<file path="config.mk">
export PLATFORM = sky130hd
export DESIGN_NAME = irta_ram
export DESIGN_NICKNAME = d
export VERILOG_FILES = /design/src/rtl/core/irta_ram.sv
export SDC_FILE = /design/constraint.sdc
export NUM_CORES = 1
export LEC_CHECK = 0
export ABC_AREA = 1
export BUFFER_PORTS_ARGS = -buffer_cell sky130_fd_sc_hd__buf_2
export CAP_MARGIN = 20
export CORE_MARGIN = 3
export CORE_UTILIZATION = 60
export DETAILED_ROUTE_END_ITERATION = 7
export PLACE_DENSITY = 0.75
export SYNTH_ARGS = -nofsm -noshare
export SYNTH_HDL_FRONTEND = slang
export SYNTH_SLANG_ARGS = --single-unit
export TNS_END_PERCENT = 50
</file>
<file path="constraint.sdc">
create_clock -name clk -period 2.8 [get_ports clk]
set_input_delay 0.14 -clock clk [delete_from_list [all_inputs] [get_ports clk]]
set_output_delay 0.14 -clock clk [all_outputs]
set_load 0.01 [all_outputs]
</file>
<file path="src/rtl/core/irta_ram.sv">
module irta_ram #(
    parameter int WIDTH = 8,
    parameter int DEPTH = 16
) (
    input  logic                     clk,
    input  logic                     we,
    input  logic [$clog2(DEPTH)-1:0] waddr,
    input  logic [WIDTH-1:0]         wdata,
    input  logic                     re,
    input  logic [$clog2(DEPTH)-1:0] raddr,
    output logic [WIDTH-1:0]         rdata
);

    logic [WIDTH-1:0] mem_reg [DEPTH];
    logic [WIDTH-1:0] rdata_reg;

    // One write port, one registered read port.
    always_ff @(posedge clk) begin
        if (we) begin
            mem_reg[waddr] <= wdata;
        end
        if (re) begin
            rdata_reg <= mem_reg[raddr];
        end
    end

    assign rdata = rdata_reg;

endmodule

</file>
==> results.json, run 1 <==
{
  "nNetsFinal": 595,
  "finalWeightedCongestion": 0.867,
  "grt_pass1_vias": 3660,
  "wl_per_cell_um": 18.0,
  "antennaDiodeCount": 0,
  "numCtsBuffers": 17,
  "area_growth_pct": 13.1,
  "p_sw_uw": 1030,
  "final_antenna_net_count": 0,
  "power.density_mw_per_mm2": 730,
  "postLayoutCellArea_mm2": 0.00661,
  "yosys_warnings": 0,
  "netlist_area_mm2": 0.00585,
  "ys_ff_latch": 136,
  "portBuffers": 26,
  "hold_start": "wdata[2]",
  "crit_fanout": 1,
  "slew_headroom_pct": 44.1,
  "post_dp_cell_area_mm2": 0.00601,
  "startpoint_type": "flip-flop",
  "grt_remaining_overflow": 0,
  "root_buffer": "clkbuf_8",
  "grt.total_usage_pct": 24.8,
  "netlist_instances": 551,
  "grt_pass1_wl_mm": 20.2,
  "p_int_uw": 3800,
  "hpwl_mm": 7.44,
  "rows": 35,
  "vdd_drop_max_mv": 0.421,
  "grt_antenna_before_repair": 0,
  "arrival_ns": 1.50,
  "max_clock_freq_mhz": 811,
  "drt_wl_total_mm": 12.9,
  "hold_viol": 0,
  "fillers": 677,
  "largest_reg_flops": 128,
  "critPathKind": "flip-flop to flip-flop",
  "die_area_mm2": 0.0110,
  "ff2ff_setup_slack_ns": 1.57,
  "maxSlewViolCount": 0,
  "ys_types": 11,
  "drt_iter0_drc": 370,
  "start_util_pct": 62.4,
  "grt_setup_unrepaired": "no",
  "status": "complete, no violations",
  "core_mm2": 0.00937,
  "num_vias": 3910,
  "finalClockSkew_ns": 0.00741,
  "maxCapViolations": 0,
  "r2r.worst_path.cells": 6,
  "dieHeight_um": 105,
  "seq_area_frac_synth_pct": 69.8,
  "worstPathRequired_ns": 3.07,
  "clkPwrFrac_pct": 46.6,
  "worst_slew_pin_slew_ns": 0.836,
  "clk_pin_slew_ns": 0.06,
  "viasPerCell": 5.45,
  "layout-drive-gt1-share_pct": 10.2,
  "min_to": "mem_reg[5][2]$_DFFE_PP_",
  "netSwitchingFraction_pct": 21.3,
  "end_kind": "flip-flop",
  "comb_power_share_pct": 5.6,
  "dr.pass1.iters": 5,
  "cts_tree": "built",
  "leakagePower_uw": 0.00285,
  "post-route-drc-count": 0,
  "reg2reg_from": "mem_reg[5][0]$_DFFE_PP_",
  "hp-class": "input port to flip-flop",
  "ctsHtreeMaxLevel": 4,
  "pin_count": 27,
  "grt_max_degree": 65,
  "clock_latency_ns": 0.52,
  "hold-path-cell-count": 1,
  "syn_nets": 570,
  "die-width_um": 105,
  "cts_sinks": 136,
  "tns_ns": 0,
  "syn_avg_cell_area_um2": 10.6,
  "setup_viol": 0,
  "seqPwrFrac_pct": 47.8,
  "r2r-end": "rdata[0]$_DFFE_PP_",
  "post-route-period-util_pct": 44.0,
  "clock_path_buffers": 2,
  "timing.final.crit_period_ns": 1.23
}
-- final cells by class --
type / instances / area (um^2) / area share, %
inverter: 102 / 383 / 5.79
sequential: 136 / 4080 / 61.8
timing repair buffer: 30 / 175 / 2.65
clock buffer: 17 / 414 / 6.26
tap: 129 / 161 / 2.44
clock inverter: 14 / 181 / 2.74
multi-input combinational: 289 / 1210 / 18.4
-- what timing repair did --
action / in CTS / in global routing
gates resized for setup: 0 / 0
setup buffers: 0 / 0
hold endpoints to repair: 8 / 0
hold buffers: 1 / 0
-- per-stage QoR --
stage / setup slack (ns) / power (uW) / util, % / std cells / hold WS (ns)
after floorplan: 1.71 / 2510 / - / 551 / 0.239
after global placement: 1.15 / 2610 / 64.1 / 685 / 0.513
after detailed placement: 1.13 / 2620 / 64.1 / 685 / 0.509
after CTS: 1.56 / 4840 / 70.6 / 717 / 0.0365
after global routing: 1.47 / 4970 / 70.6 / 717 / 0.0437
final: 1.57 / 4830 / 70.6 / 717 / 0.0424
-- cells in the mapped netlist --
| library cell | n | area [um^2] |
|---|---|---|
| nor2_1 | 17 | 63.8 |
| buf_1 | 1 | 3.75 |
| inv_2 | 2 | 7.51 |
| nand3b_1 | 2 | 15.0 |
| nand3_1 | 97 | 485 |
| buf_2 | 13 | 65.1 |
| nand2_1 | 173 | 649 |
| buf_6 | 6 | 67.6 |
| inv_1 | 100 | 375 |
| buf_4 | 4 | 30.0 |
| edfxtp_1 | 136 | 4080 |
-- critical path, stage by stage (launching register included) --
cell and delay (ns):
edfxtp_1 0.37, inv_1 0.06, nand2_1 0.05, nand3_1 0.11, nand3_1 0.15, nand3_1 0.18
nand2_1 0.07
-- worst max-delay path by stage --
stage / endpoint / startpoint / slack, ns / cells past startpoint
after floorplan: mem_reg[10][0]$_DFFE_PP_ / waddr[2] / 1.71 / 2
after global placement: rdata[6]$_DFFE_PP_ / raddr[0] / 1.15 / 8
after detailed placement: rdata[2]$_DFFE_PP_ / raddr[0] / 1.13 / 8
after CTS: rdata[1] / rdata[1]$_DFFE_PP_ / 1.56 / 1
after global routing: rdata[0]$_DFFE_PP_ / mem_reg[6][0]$_DFFE_PP_ / 1.47 / 6
final: rdata[0]$_DFFE_PP_ / mem_reg[5][0]$_DFFE_PP_ / 1.57 / 6
-- power groups by stage --
stage | clock [uW] | combinational, uW | sequential (uW)
after floorplan | 0 | 161 | 2350
after global placement | 0 | 260 | 2350
after detailed placement | 0 | 267 | 2350
after CTS | 2260 | 273 | 2310
after global routing | 2360 | 301 | 2310
final | 2250 | 273 | 2310
-- placed cells by master, fill, tap and decap left out, drive strengths merged --
master	n
nand3	97
nor2	17
dlygate4sd3	1
nand3b	2
bufinv	4
clkinv	8
edfxtp	136
nand2	173
inv	103
buf	29
clkinvlp	1
clkbuf	17
-- routing by layer --
| layer | global-route usage [%] | wire length, um | up-vias |
|---|---|---|---|
| li1 | - | - | 1831 |
| met1 | 33.1 | 5120 | 1832 |
| met2 | 39.7 | 6410 | 220 |
| met3 | 6.30 | 1040 | 27 |
| met4 | 9.18 | 357 | 0 |
| met5 | 0 | 0 | - |
-- cells by family after synthesis --
family / share of synthesized area, %
buf+inv: 9.39
flops: 69.8
simple gates: 20.8
No activity file was read; power rests on OpenSTA's default activity.
==> run 2: changes to the inputs <==
- ABC_AREA: 1 -> 0
- CORE_UTILIZATION: 60 -> 54
- PLACE_DENSITY: 0.75 -> 0.71
- clock period: 2.8 -> 1.1 ns (I/O delays scaled with it)
==> run 2 against run 1 <==
  * Sequential cell count is the same
  * Synthesized cell count fell by 58%
  * Worst setup slack worse by 1.9 ns
  * Largest power group unchanged
  * Count of clock-buffer cells in the layout grew 1
  * Routed wire length shrank 20%
  * Clock skew up 0.0019 ns
  * Clock power grew 150%
  * The flow now finishes with violations (negative setup slack)
  * Worst hold slack better by 0.040 ns
  * Critical path depth down 3
  * Sequential share of layout area rose by 1.5 points
  * Register-to-register slack worse by 1.9 ns
==> results.json, run 2 <==
{
  "power.density_mw_per_mm2": 1880,
  "clk_pin_slew_ns": 0.06,
  "crit_fanout": 1,
  "critPathKind": "flip-flop to flip-flop",
  "viasPerCell": 5.79,
  "ys_types": 18,
  "hp-class": "input port to flip-flop",
  "end_kind": "flip-flop",
  "ys_async_sr_fraction_pct": 0,
  "arrival_ns": 1.69,
  "maxSlewViolCount": 0,
  "status": "finished with violations",
  "post-route-drc-count": 0,
  "grt_pass1_vias": 2750,
  "die-width_um": 104,
  "post_dp_cell_area_mm2": 0.00572,
  "finalWeightedCongestion": 0.758,
  "wl_met2_mm": 5.38,
  "fin_ws_ns": -0.345,
  "start_util_pct": 56.0,
  "antennaDiodeCount": 0,
  "yosys.area.top_type_share_pct": 78.1,
  "final_antenna_net_count": 0,
  "rows": 35,
  "leakagePower_uw": 0.00217,
  "yosys.area.top_type": "edfxtp_1",
  "netlist_instances": 229,
  "yosys-top-cells-area": "edfxtp_1, mux4_2, mux4_1",
  "clock_path_buffers": 2,
  "portBuffers": 26,
  "wl_met3_um": 663,
  "post_cts_buffers": 0,
  "slew_headroom_pct": 37.7,
  "grt_antenna_before_repair": 0,
  "max_clock_freq_mhz": 692,
  "dieHeight_um": 104,
  "layout-drive-gt1-share_pct": 42.3,
  "largest_reg_flops": 128,
  "grt_max_degree": 21,
  "multiInputGateArea_mm2": 0.00107,
  "yosys-top-cells-count": "edfxtp_1, mux4_2, a22oi_1",
  "post-route-period-util_pct": 131,
  "ctsHtreeMaxLevel": 4,
  "finalClockSkew_ns": 0.00932,
  "netlist_area_mm2": 0.00523,
  "worstPathRequired_ns": 1.34,
  "seqCellArea_mm2": 0.00408,
  "fin_cells": 448,
  "dr.pass1.iters": 6,
  "fillers": 558,
  "yosys_warnings": 0,
  "die_area_mm2": 0.0109,
  "syn_avg_cell_area_um2": 22.8,
  "nNetsFinal": 325,
  "numCtsBuffers": 17,
  "worst_slew_pin_slew_ns": 0.933,
  "grt_setup_unrepaired": "yes",
  "grt_pass1_wl_mm": 16.4,
  "postLayoutCellArea_mm2": 0.00645,
  "fin_util_pct": 69.2,
  "maxCapViolations": 0,
  "cts_tree": "built",
  "dp.cells": 407,
  "cts_sinks": 136,
  "final_common_cell": "edfxtp_1",
  "drt_iter0_drc": 228,
  "pin_count": 27,
  "grt_remaining_overflow": 0,
  "drt_wl_total_mm": 10.4,
  "setup_viol": 10,
  "final_cell_mix": "edfxtp_1, mux4_2, buf_4",
  "wl_met1_mm": 4.23,
  "topRoutingLayerUsed": "met4",
  "hpwl_mm": 6.46,
  "hold_viol": 0,
  "failed_checks": "negative setup slack",
  "timing.final.crit_period_ns": 1.44,
  "startpoint_type": "flip-flop",
  "ys_ff_latch": 136,
  "root_buffer": "clkbuf_8",
  "wl_per_cell_um": 23.2,
  "area_growth_pct": 23.4,
  "vdd_drop_max_mv": 0.991,
  "core_mm2": 0.00933,
  "clock_latency_ns": 0.51,
  "yosysMostFrequentCell": "edfxtp_1",
  "preCtsSetupSlack_ns": -0.500,
  "synth_ff_type": "edfxtp_1",
  "synth_edf_count": 136,
  "grt.total_usage_pct": 20.9,
  "num_vias": 2592,
  "seq_area_frac_synth_pct": 78.1,
  "syn_nets": 248
}
[run 2: cell types whose count changed after synthesis, sizes merged, moves of 2 or more]
cell / previous run / this run
a22oi: 0 / 16
nand3: 97 / 1
nor2: 17 / 13
clkdlybuf4s25: 0 / 3
nand2b: 0 / 2
nor3: 0 / 4
buf: 24 / 7
nand2: 173 / 9
inv: 102 / 0
mux4: 0 / 32
[run 2: worst max-delay path, cell delays in order (launching register included)]
cell	delay [ns]
edfxtp_1	0.37
mux4_2	0.51
a22oi_2	0.19
nand2_1	0.12
[run 2: where the power goes]
part | internal (uW) | switching, uW
clock network | 3470 | 2100
registers | 5840 | 33.6
logic | 312 | 347
total | 9620 | 2480
[run 2: area by class of cell]
class                   count  area share [%]
repair buffers             68            8.51
well taps                 129            2.50
clock inverters            14            2.70
multi-input cells          83            16.5
clock buffers              18            6.48
flip-flops and latches    136            63.3
[run 2: kinds of logic after synthesis]
group	after synthesis	share of synthesized area, %
multiplexers	32	14.8
buffers and inverters	10	1.65
AO/OA/AOI/OAI	16	2.30
flip-flops	136	78.1
AND/OR/NAND/NOR	35	3.14
[run 2: timing repair]
| action | CTS | global route |
|---|---|---|
| resized for setup | 7 | 2 |
| setup endpoints to repair | 10 | 14 |
| gates cloned | 0 | 0 |
| pin swaps | 2 | 0 |
| hold endpoints to repair | 136 | 0 |
| hold buffers | 9 | 0 |
[run 2: metal layers]
metal / vias to the layer above / GRT usage, %
met2: 115 / 33.3
met5: - / 0
li1: 1126 / -
met3: 13 / 5.90
met1: 1338 / 27.6
met4: 0 / 8.07
[run 2: path summary, 6_finish.rpt]
kind / startpoint / end / slack (ns) / cells past startpoint
min: waddr[1] / mem_reg[0][7]$_DFFE_PP_ / 0.08 / 3
max reg2reg: mem_reg[3][7]$_DFFE_PP_ / rdata[7]$_DFFE_PP_ / -0.34 / 3
max: mem_reg[3][7]$_DFFE_PP_ / rdata[7]$_DFFE_PP_ / -0.34 / 3
min reg2reg: mem_reg[5][2]$_DFFE_PP_ / rdata[2]$_DFFE_PP_ / 0.76 / 3
[run 2: stage by stage]
stage / hold slack, ns / power (uW) / TNS, ns
after floorplan: 0.154 / 6310 / -4.71
after global placement: 0.427 / 6570 / -8.95
after detailed placement: 0.428 / 6590 / -10.86
after CTS: 0.0555 / 12200 / -2.70
after global routing: 0.0708 / 12500 / -3.05
final: 0.0822 / 12100 / -2.50
