--- config.mk ---
export PLATFORM = sky130hd
export DESIGN_NAME = irta_eval
export DESIGN_NICKNAME = d
export VERILOG_FILES = /design/src/rtl/core/irta_pkg.sv /design/src/rtl/core/irta_eval.sv
export SDC_FILE = /design/constraint.sdc
export NUM_CORES = 1
export LEC_CHECK = 0
export ABC_AREA = 1
export BUFFER_PORTS_ARGS = -buffer_cell sky130_fd_sc_hd__clkbuf_2
export CAP_MARGIN = 5
export CORE_AREA = 2 2 247 249
export DETAILED_ROUTE_END_ITERATION = 10
export DIE_AREA = 0 0 249 251
export PLACE_DENSITY = 0.5
export SYNTH_ARGS = -nofsm -noshare
export SYNTH_HDL_FRONTEND = slang
export SYNTH_SLANG_ARGS = --single-unit
--- constraint.sdc ---
create_clock -name vclk -period 16.4
set_clock_uncertainty 0.05 [all_clocks]
set_input_delay 3.28 -clock vclk [all_inputs]
set_output_delay 3.28 -clock vclk [all_outputs]
set_load 0.01 [all_outputs]
--- src/rtl/core/irta_pkg.sv ---
package irta_pkg;

    // Table geometry.
    localparam int ENTRIES = 64;
    localparam int IDX_W   = (ENTRIES > 1) ? $clog2(ENTRIES) : 1;
    localparam int CNT_W   = $clog2(ENTRIES + 1);

    localparam logic [CNT_W-1:0] SLOT_END  = CNT_W'(ENTRIES);
    localparam logic [CNT_W-1:0] SLOT_LAST = CNT_W'(ENTRIES - 1);

    // Operation codes.
    localparam logic [1:0] FN_FIND   = 2'd0;
    localparam logic [1:0] FN_CHECK  = 2'd1;
    localparam logic [1:0] FN_ADD    = 2'd2;
    localparam logic [1:0] FN_REMOVE = 2'd3;

    // Result status codes.
    localparam logic [1:0] ST_DONE    = 2'd0;
    localparam logic [1:0] ST_PRESENT = 2'd1;
    localparam logic [1:0] ST_FULL    = 2'd2;
    localparam logic [1:0] ST_INVALID = 2'd3;

    typedef struct packed {
        logic [1:0]  func;
        logic [31:0] owner_id;
        logic [31:0] first_id;
        logic [31:0] id_count;
        logic [31:0] limit_low;
        logic [31:0] limit_high;
    } in_item_t;

    typedef struct packed {
        logic [1:0]  status;
        logic [31:0] free_start;
        logic        covered;
    } out_item_t;

    // One table entry as stored in memory.
    typedef struct packed {
        logic        used;
        logic [31:0] owner;
        logic [31:0] first;
        logic [31:0] count;
    } slot_t;

    // Per-entry compare results handed from the evaluator to the sequencer.
    typedef struct packed {
        logic        used;
        logic        find_hit;
        logic        cont_hit;
        logic        rm_hit;
        logic        rm_lo;
        logic        rm_hi;
        logic [32:0] last;
        logic [32:0] last_p1;
        logic [31:0] head_count;
        logic [31:0] tail_first;
        logic [31:0] tail_count;
    } slot_eval_t;

endpackage

--- src/rtl/core/irta_eval.sv ---
module irta_eval
    import irta_pkg::*;
(
    input  slot_t      slot_i,
    input  in_item_t   op_i,
    input  logic [32:0] cand_i,
    input  logic [33:0] cand_end_i,
    output slot_eval_t ev_o
);

    logic [32:0] first_w;
    logic [32:0] last_w;
    logic [32:0] span_start;
    logic [32:0] span_end;
    logic        owner_eq;

    // Range ends are kept at 33 bits so the top id never wraps.
    assign first_w    = {1'b0, slot_i.first};
    assign last_w     = first_w + {1'b0, slot_i.count} - 33'd1;
    assign span_start = {1'b0, op_i.first_id};
    assign span_end   = span_start + {1'b0, op_i.id_count} - 33'd1;
    assign owner_eq   = slot_i.used && (slot_i.owner == op_i.owner_id);

    always_comb begin
        ev_o.used       = slot_i.used;
        ev_o.find_hit   = slot_i.used && ({1'b0, first_w} <= cand_end_i) && (last_w >= cand_i);
        ev_o.cont_hit   = owner_eq && (first_w <= cand_i) && (last_w >= cand_i);
        ev_o.rm_hit     = owner_eq && !((span_end < first_w) || (span_start > last_w));
        ev_o.rm_lo      = span_start <= first_w;
        ev_o.rm_hi      = span_end >= last_w;
        ev_o.last       = last_w;
        ev_o.last_p1    = first_w + {1'b0, slot_i.count};
        ev_o.head_count = 32'(span_start - first_w);
        ev_o.tail_first = 32'(span_end + 33'd1);
        ev_o.tail_count = 32'(last_w - span_end);
    end

endmodule

==> results of run 1 <==
## worst max-delay path, delay by kind of cell
kind	cells	cell delay, ns
simple gates	21	3.27
fa+ha+maj	3	1.03
buf+inv	4	0.51
xor+xnor	1	0.49
compound gates	1	0.22
## worst paths after layout
path              depth (start not counted)        end  slack, ns       start
hold / removal                            2  ev_o[167]       6.78  slot_i[96]
setup / recovery                         30  ev_o[166]       4.24  slot_i[32]
## power groups by stage
stage	clock network, µW	logic, µW	registers [µW]
after floorplan	0	898	0
after global placement	0	1490	0
after detailed placement	0	1490	0
after CTS	0	1500	0
after global routing	0	1640	0
final	0.0000327	1490	0
## metrics by stage
step	hold WS (ns)	cell area, µm²	utilization (%)	total power [µW]	cells
floorplan	6.60	14800	-	898	2480
global placement	6.78	17900	30.0	1490	3692
detailed placement	6.78	17900	30.0	1490	3692
CTS	6.78	17900	30.0	1500	3692
global route	6.79	17900	30.0	1640	3692
finish	6.78	17900	30.0	1490	3696
## final cells by class
| class | count | area, µm² | share of cell area [%] |
|---|---|---|---|
| Tap cell | 782 | 978 | 5.46 |
| Multi-Input combinational cell | 1925 | 12700 | 70.8 |
| Antenna cell | 4 | 10.0 | 0.0558 |
| Inverter | 551 | 2070 | 11.5 |
| Timing Repair Buffer | 434 | 2190 | 12.2 |
## cells by family after synthesis
logic type      Yosys count  synth area share (%)
fa+ha+maj               342                  29.2
buf+inv                 555                  14.2
xor+xnor                149                  9.13
simple gates           1032                  31.3
compound gates          402                  16.3
## per-layer routing
metal / track usage (%) / vias to the layer above / wire, µm
met3: 3.58 / 82 / 4550
met2: 39.7 / 625 / 34000
met1: 28.6 / 7820 / 32600
met4: 5.39 / 10 / 2170
met5: 0 / - / 68
li1: - / 8963 / -
## cells in the final DEF (no fill, tap or decap), types with 35 or more instances in the layout
cell / count
sky130_fd_sc_hd__nor2_1: 191
sky130_fd_sc_hd__nand4_1: 57
sky130_fd_sc_hd__nand3_1: 129
sky130_fd_sc_hd__nand2_1: 514
sky130_fd_sc_hd__o21ai_0: 70
sky130_fd_sc_hd__nand2_2: 35
sky130_fd_sc_hd__inv_1: 533
sky130_fd_sc_hd__xor2_1: 116
sky130_fd_sc_hd__ha_1: 338
sky130_fd_sc_hd__clkbuf_2: 428
sky130_fd_sc_hd__a21oi_1: 198
==> reports/qor.yml, run 1 <==
run_status:
  run_status: "finished clean"
floorplanning:
  die-area_um2: 62500
  fp-row-count: 90
  die_width_um: 249
  core_region_area_um2: 59800
  initial_core_util_pct: 24.7
  chipHeight_um: 251
  ios: 494
clock_tree:
  cts_resized: 0
  post_cts.repair.setup_buffers: 0
  ctsHoldBuffers: 0
power_and_ir_drop:
  ir_drop_uv: 33.0
  combinationalPowerShare_pct: 100.0
  internal-power_uw: 496
  net_switching_component_of_the_power_uw: 996
  power.share.clock_pct: 0
  p_sw_share_pct: 66.8
  seqPwrFrac_pct: 0
  leakagePower_uw: 0.0105
  power.density_cell_area_nw_per_um2: 83.2
layout:
  design.final.nets: 3580
  fillerInstances: 7020
  proportion_of_layout_cells_with_a_drive_suffix_above_1_pct: 19.3
  design.seq.count: 0
  clockBufferCount: 0
  area.growth.synth_to_final_pct: 21.3
  seq_area_um2: 0
global_route:
  gr-usage-all-layers_pct: 22.5
  global_route_wire_length_before_repair_um: 105000
  antenna_violations_before_repair: 9
  via_count_of_the_first_global_routing_pass: 16734
  largest_net_degree_at_the_start_of_global_routing: 10
  gr-total-overflow: 0
placed_design:
  io_buffer_count: 428
  gpl.final_weighted_congestion: 0.948
  place_worst_setup_slack_ns: 4.20
  hpwl_um: 67600
critical_path:
  crit_path_start_kind: "primary input"
  crit_path_frequent_cell: "sky130_fd_sc_hd__nor2_1"
  critical_path_arrival_ns: 8.83
  slowest_stage: "sky130_fd_sc_hd__xor2_1"
  path_max_fanout: 5
  slowest_delay_ns: 0.49
  crit_type: "primary input to output pin"
  cp_data_required_time_ns: 13.07
  end_kind: "output pin"
sta:
  hold_viol_final: 0
  final_period_util_pct: 74.2
  final-max-slew-violation-count: 0
  setup_violations: 0
  final.setup.tns_ns: 0
  timing.final.ws_setup_ns: 4.24
  max_clock_freq_mhz: 82.2
  finalCriticalPeriod_ns: 12.16
  rsz_0062_raised_after_global_routing: "no"
  worst_pin_slew_ns: 1.28
  headroom_to_the_max_slew_limit_pct: 13.8
logic_synthesis:
  syn_nets: 3148
  syn_area_per_cell_um2: 5.96
  post_synth_most_frequent_cells: "533 x sky130_fd_sc_hd__inv_1, 514 x sky130_fd_sc_hd__nand2_1, 338 x sky130_fd_sc_hd__ha_1"
  synth_top_cell_area_share_pct: 28.6
  yosys_warnings: 0
  synth_cells: 2480
  post_synth_instance_area_um2: 14800
  netlist.top_cell.by_area: "sky130_fd_sc_hd__ha_1"
  yosys.cell_types.count: 68
  yosys.cell_count.top_type: "sky130_fd_sc_hd__inv_1"
  ys_top_cells_by_area: "sky130_fd_sc_hd__ha_1 29%, sky130_fd_sc_hd__inv_1 14%, sky130_fd_sc_hd__nand2_1 13%, sky130_fd_sc_hd__xor2_1 6.9%, sky130_fd_sc_hd__a21oi_1 6.7%"
  synth_seq_area_share_pct: 0
detailed_routing:
  drc_viols: 0
  drt_pass1_iterations: 9
  wl_um: 73400
  vias: 17500
  ant_nets: 0
  post_drt_wl_per_cell_um: 19.9
  vias_per_cell: 4.73
  first_iter_violations: 1038
min_path:
  holdCritPathClass: "primary input to output pin"
flow_run:
  max_cap_violations: 0
No activity file was read; power rests on OpenSTA's default activity.
==> run 2, diff against run 1 <==
--- a/config.mk
+++ b/config.mk
@@ -11,7 +11,7 @@
 export CORE_AREA = 2 2 247 249
 export DETAILED_ROUTE_END_ITERATION = 10
 export DIE_AREA = 0 0 249 251
-export PLACE_DENSITY = 0.5
+export PLACE_DENSITY = 0.52
 export SYNTH_ARGS = -nofsm -noshare
 export SYNTH_HDL_FRONTEND = slang
 export SYNTH_SLANG_ARGS = --single-unit
==> constraint.sdc (replaced) <==
create_clock -name vclk -period 11.15
set_clock_uncertainty 0.05 [all_clocks]
set_input_delay 2.23 -clock vclk [all_inputs]
set_output_delay 2.23 -clock vclk [all_outputs]
set_load 0.01 [all_outputs]
==> run 2 against run 1 <==
Against the previous run: combinational power is 49% higher; count of clock-buffer cells in the layout stayed put; setup slack worse by 3.2 ns; non-clock buffer count is 6 higher; sequential share of layout area stayed put; critical path type unchanged; critical endpoint is now ev_o[165]; highest routed layer unchanged.
==> reports/qor.yml, run 2 (synthesized netlist as in run 1, its figures left out) <==
placed_design:
  place_worst_setup_slack_ns: 1.02  # was 4.20 ns
  hpwl_um: 67500  # was 67600 µm
  gpl.final_weighted_congestion: 0.946  # was 0.948
  io_buffer_count: 428  # unchanged
critical_path:
  crit_path_frequent_cell: "sky130_fd_sc_hd__nand2_1"  # was sky130_fd_sc_hd__nor2_1
  path_depth: 30  # unchanged
  path_max_fanout: 4  # was 5
  critPathTopFamily: "simple AND/OR/NAND/NOR gates"  # unchanged
  crit_type: "primary input to output pin"  # unchanged
  path_buf_inv: 5  # was 4
  crit_path_start_kind: "primary input"  # unchanged
  slowest_stage: "sky130_fd_sc_hd__nor3_1"  # was sky130_fd_sc_hd__xor2_1
  cp_data_required_time_ns: 8.87  # was 13.07 ns
  end_kind: "output pin"  # unchanged
  critical_path_arrival_ns: 7.87  # was 8.83 ns
  slowest_delay_ns: 0.53  # was 0.49 ns
detailed_routing:
  wl_um: 73200  # was 73400 µm
  drt_pass1_iterations: 7  # was 9
  drc_viols: 0  # unchanged
  vias_per_cell: 4.72  # was 4.73
  vias: 17463  # was 17500
  post_drt_wl_per_cell_um: 19.8  # was 19.9 µm
  first_iter_violations: 1122  # was 1038
  ant_nets: 0  # unchanged
sta:
  whs_ns: 4.65  # was 6.78 ns
  worst_pin_slew_ns: 1.25  # was 1.28 ns
  timing.final.ws_setup_ns: 0.998  # was 4.24 ns
  rsz_0062_raised_after_global_routing: "no"  # unchanged
  max_clock_freq_mhz: 98.5
  hold_viol_final: 0  # unchanged
  final.setup.tns_ns: 0  # unchanged
  headroom_to_the_max_slew_limit_pct: 15.9  # was 13.8%
  final_period_util_pct: 91.0
  setup_violations: 0  # unchanged
  finalCriticalPeriod_ns: 10.15
  final-max-slew-violation-count: 0  # unchanged
global_route:
  via_count_of_the_first_global_routing_pass: 16978  # was 16734
  largest_net_degree_at_the_start_of_global_routing: 10  # unchanged
  gr-total-overflow: 0  # unchanged
  global_route_wire_length_before_repair_um: 106000  # was 105000 µm
  antenna_violations_before_repair: 7  # was 9
  gr-usage-all-layers_pct: 22.7  # was 22.5%
layout:
  area.growth.synth_to_final_pct: 21.6  # was 21.3%
  mostFrequentLayoutCells: "533 x sky130_fd_sc_hd__inv_1, 514 x sky130_fd_sc_hd__nand2_1, 428 x sky130_fd_sc_hd__clkbuf_2"  # unchanged
  proportion_of_layout_cells_with_a_drive_suffix_above_1_pct: 19.4  # was 19.3%
  clockBufferCount: 0  # unchanged
  final_cell_utilization_of_the_core_pct: 30.1  # was 30.0%
  design.final.nets: 3586  # was 3580
  seq_area_um2: 0  # unchanged
  design.seq.count: 0  # unchanged
  layout.cells.most_common: "sky130_fd_sc_hd__inv_1"  # unchanged
power_and_ir_drop:
  leakagePower_uw: 0.0105  # about the same
  power.density_cell_area_nw_per_um2: 123  # was 83.2 nW/µm²
  post-layout-total-power_uw: 2220  # was 1490 µW
  ir_drop_uv: 54.0  # was 33.0 µV
run_status:
  run_status: "finished clean"  # unchanged
min_path:
  min_delay_path_depth: 2  # unchanged
  holdCritPathClass: "primary input to output pin"  # unchanged
floorplanning:
  fp-row-count: 90  # unchanged
  ios: 494  # unchanged
  die_width_um: 249  # unchanged
  initial_core_util_pct: 24.7  # unchanged
  chipHeight_um: 251  # unchanged
  core_region_area_um2: 59800  # unchanged
  die-area_um2: 62500  # unchanged
clock_tree:
  post_cts.repair.setup_buffers: 0  # unchanged
  ctsHoldBuffers: 0  # unchanged
  cts_resized: 0  # unchanged
flow_run:
  max_cap_violations: 0  # unchanged
## run 2: power breakdown
group	switching, µW	internal [µW]	total (µW)
clock network	0	0.0000240	0.0000240
logic	1480	737	2220
registers	0	0	0
## run 2: layer usage
metal / global-route usage [%] / vias up / part of all wire [%]
li1: - / 8997 / -
met1: 29.1 / 7803 / 44
met2: 39.6 / 579 / 46
met3: 3.40 / 76 / 6.5
met4: 5.80 / 8 / 3.1
met5: 0 / - / 0.060
## run 2: final cells by class
| class | count | area, µm² |
|---|---|---|
| Multi-Input combinational cell | 1925 | 12700 |
| Timing Repair Buffer | 440 | 2230 |
| Tap cell | 782 | 978 |
| Inverter | 551 | 2070 |
| Fill cell | 6964 | 41800 |
| Antenna cell | 2 | 5.00 |
## run 2: path summary, 6_finish.rpt
check / from / endpoint
worst max-delay path: slot_i[32] / ev_o[165]
worst min-delay path: slot_i[96] / ev_o[167]
## run 2: stage by stage
stage,instances,instance area (µm²)
6_report,3700,18000
5_1_grt,3698,18000
4_1_cts,3698,18000
3_5_place_dp,3698,18000
3_3_place_gp,3698,18000
2_1_floorplan,2480,14800
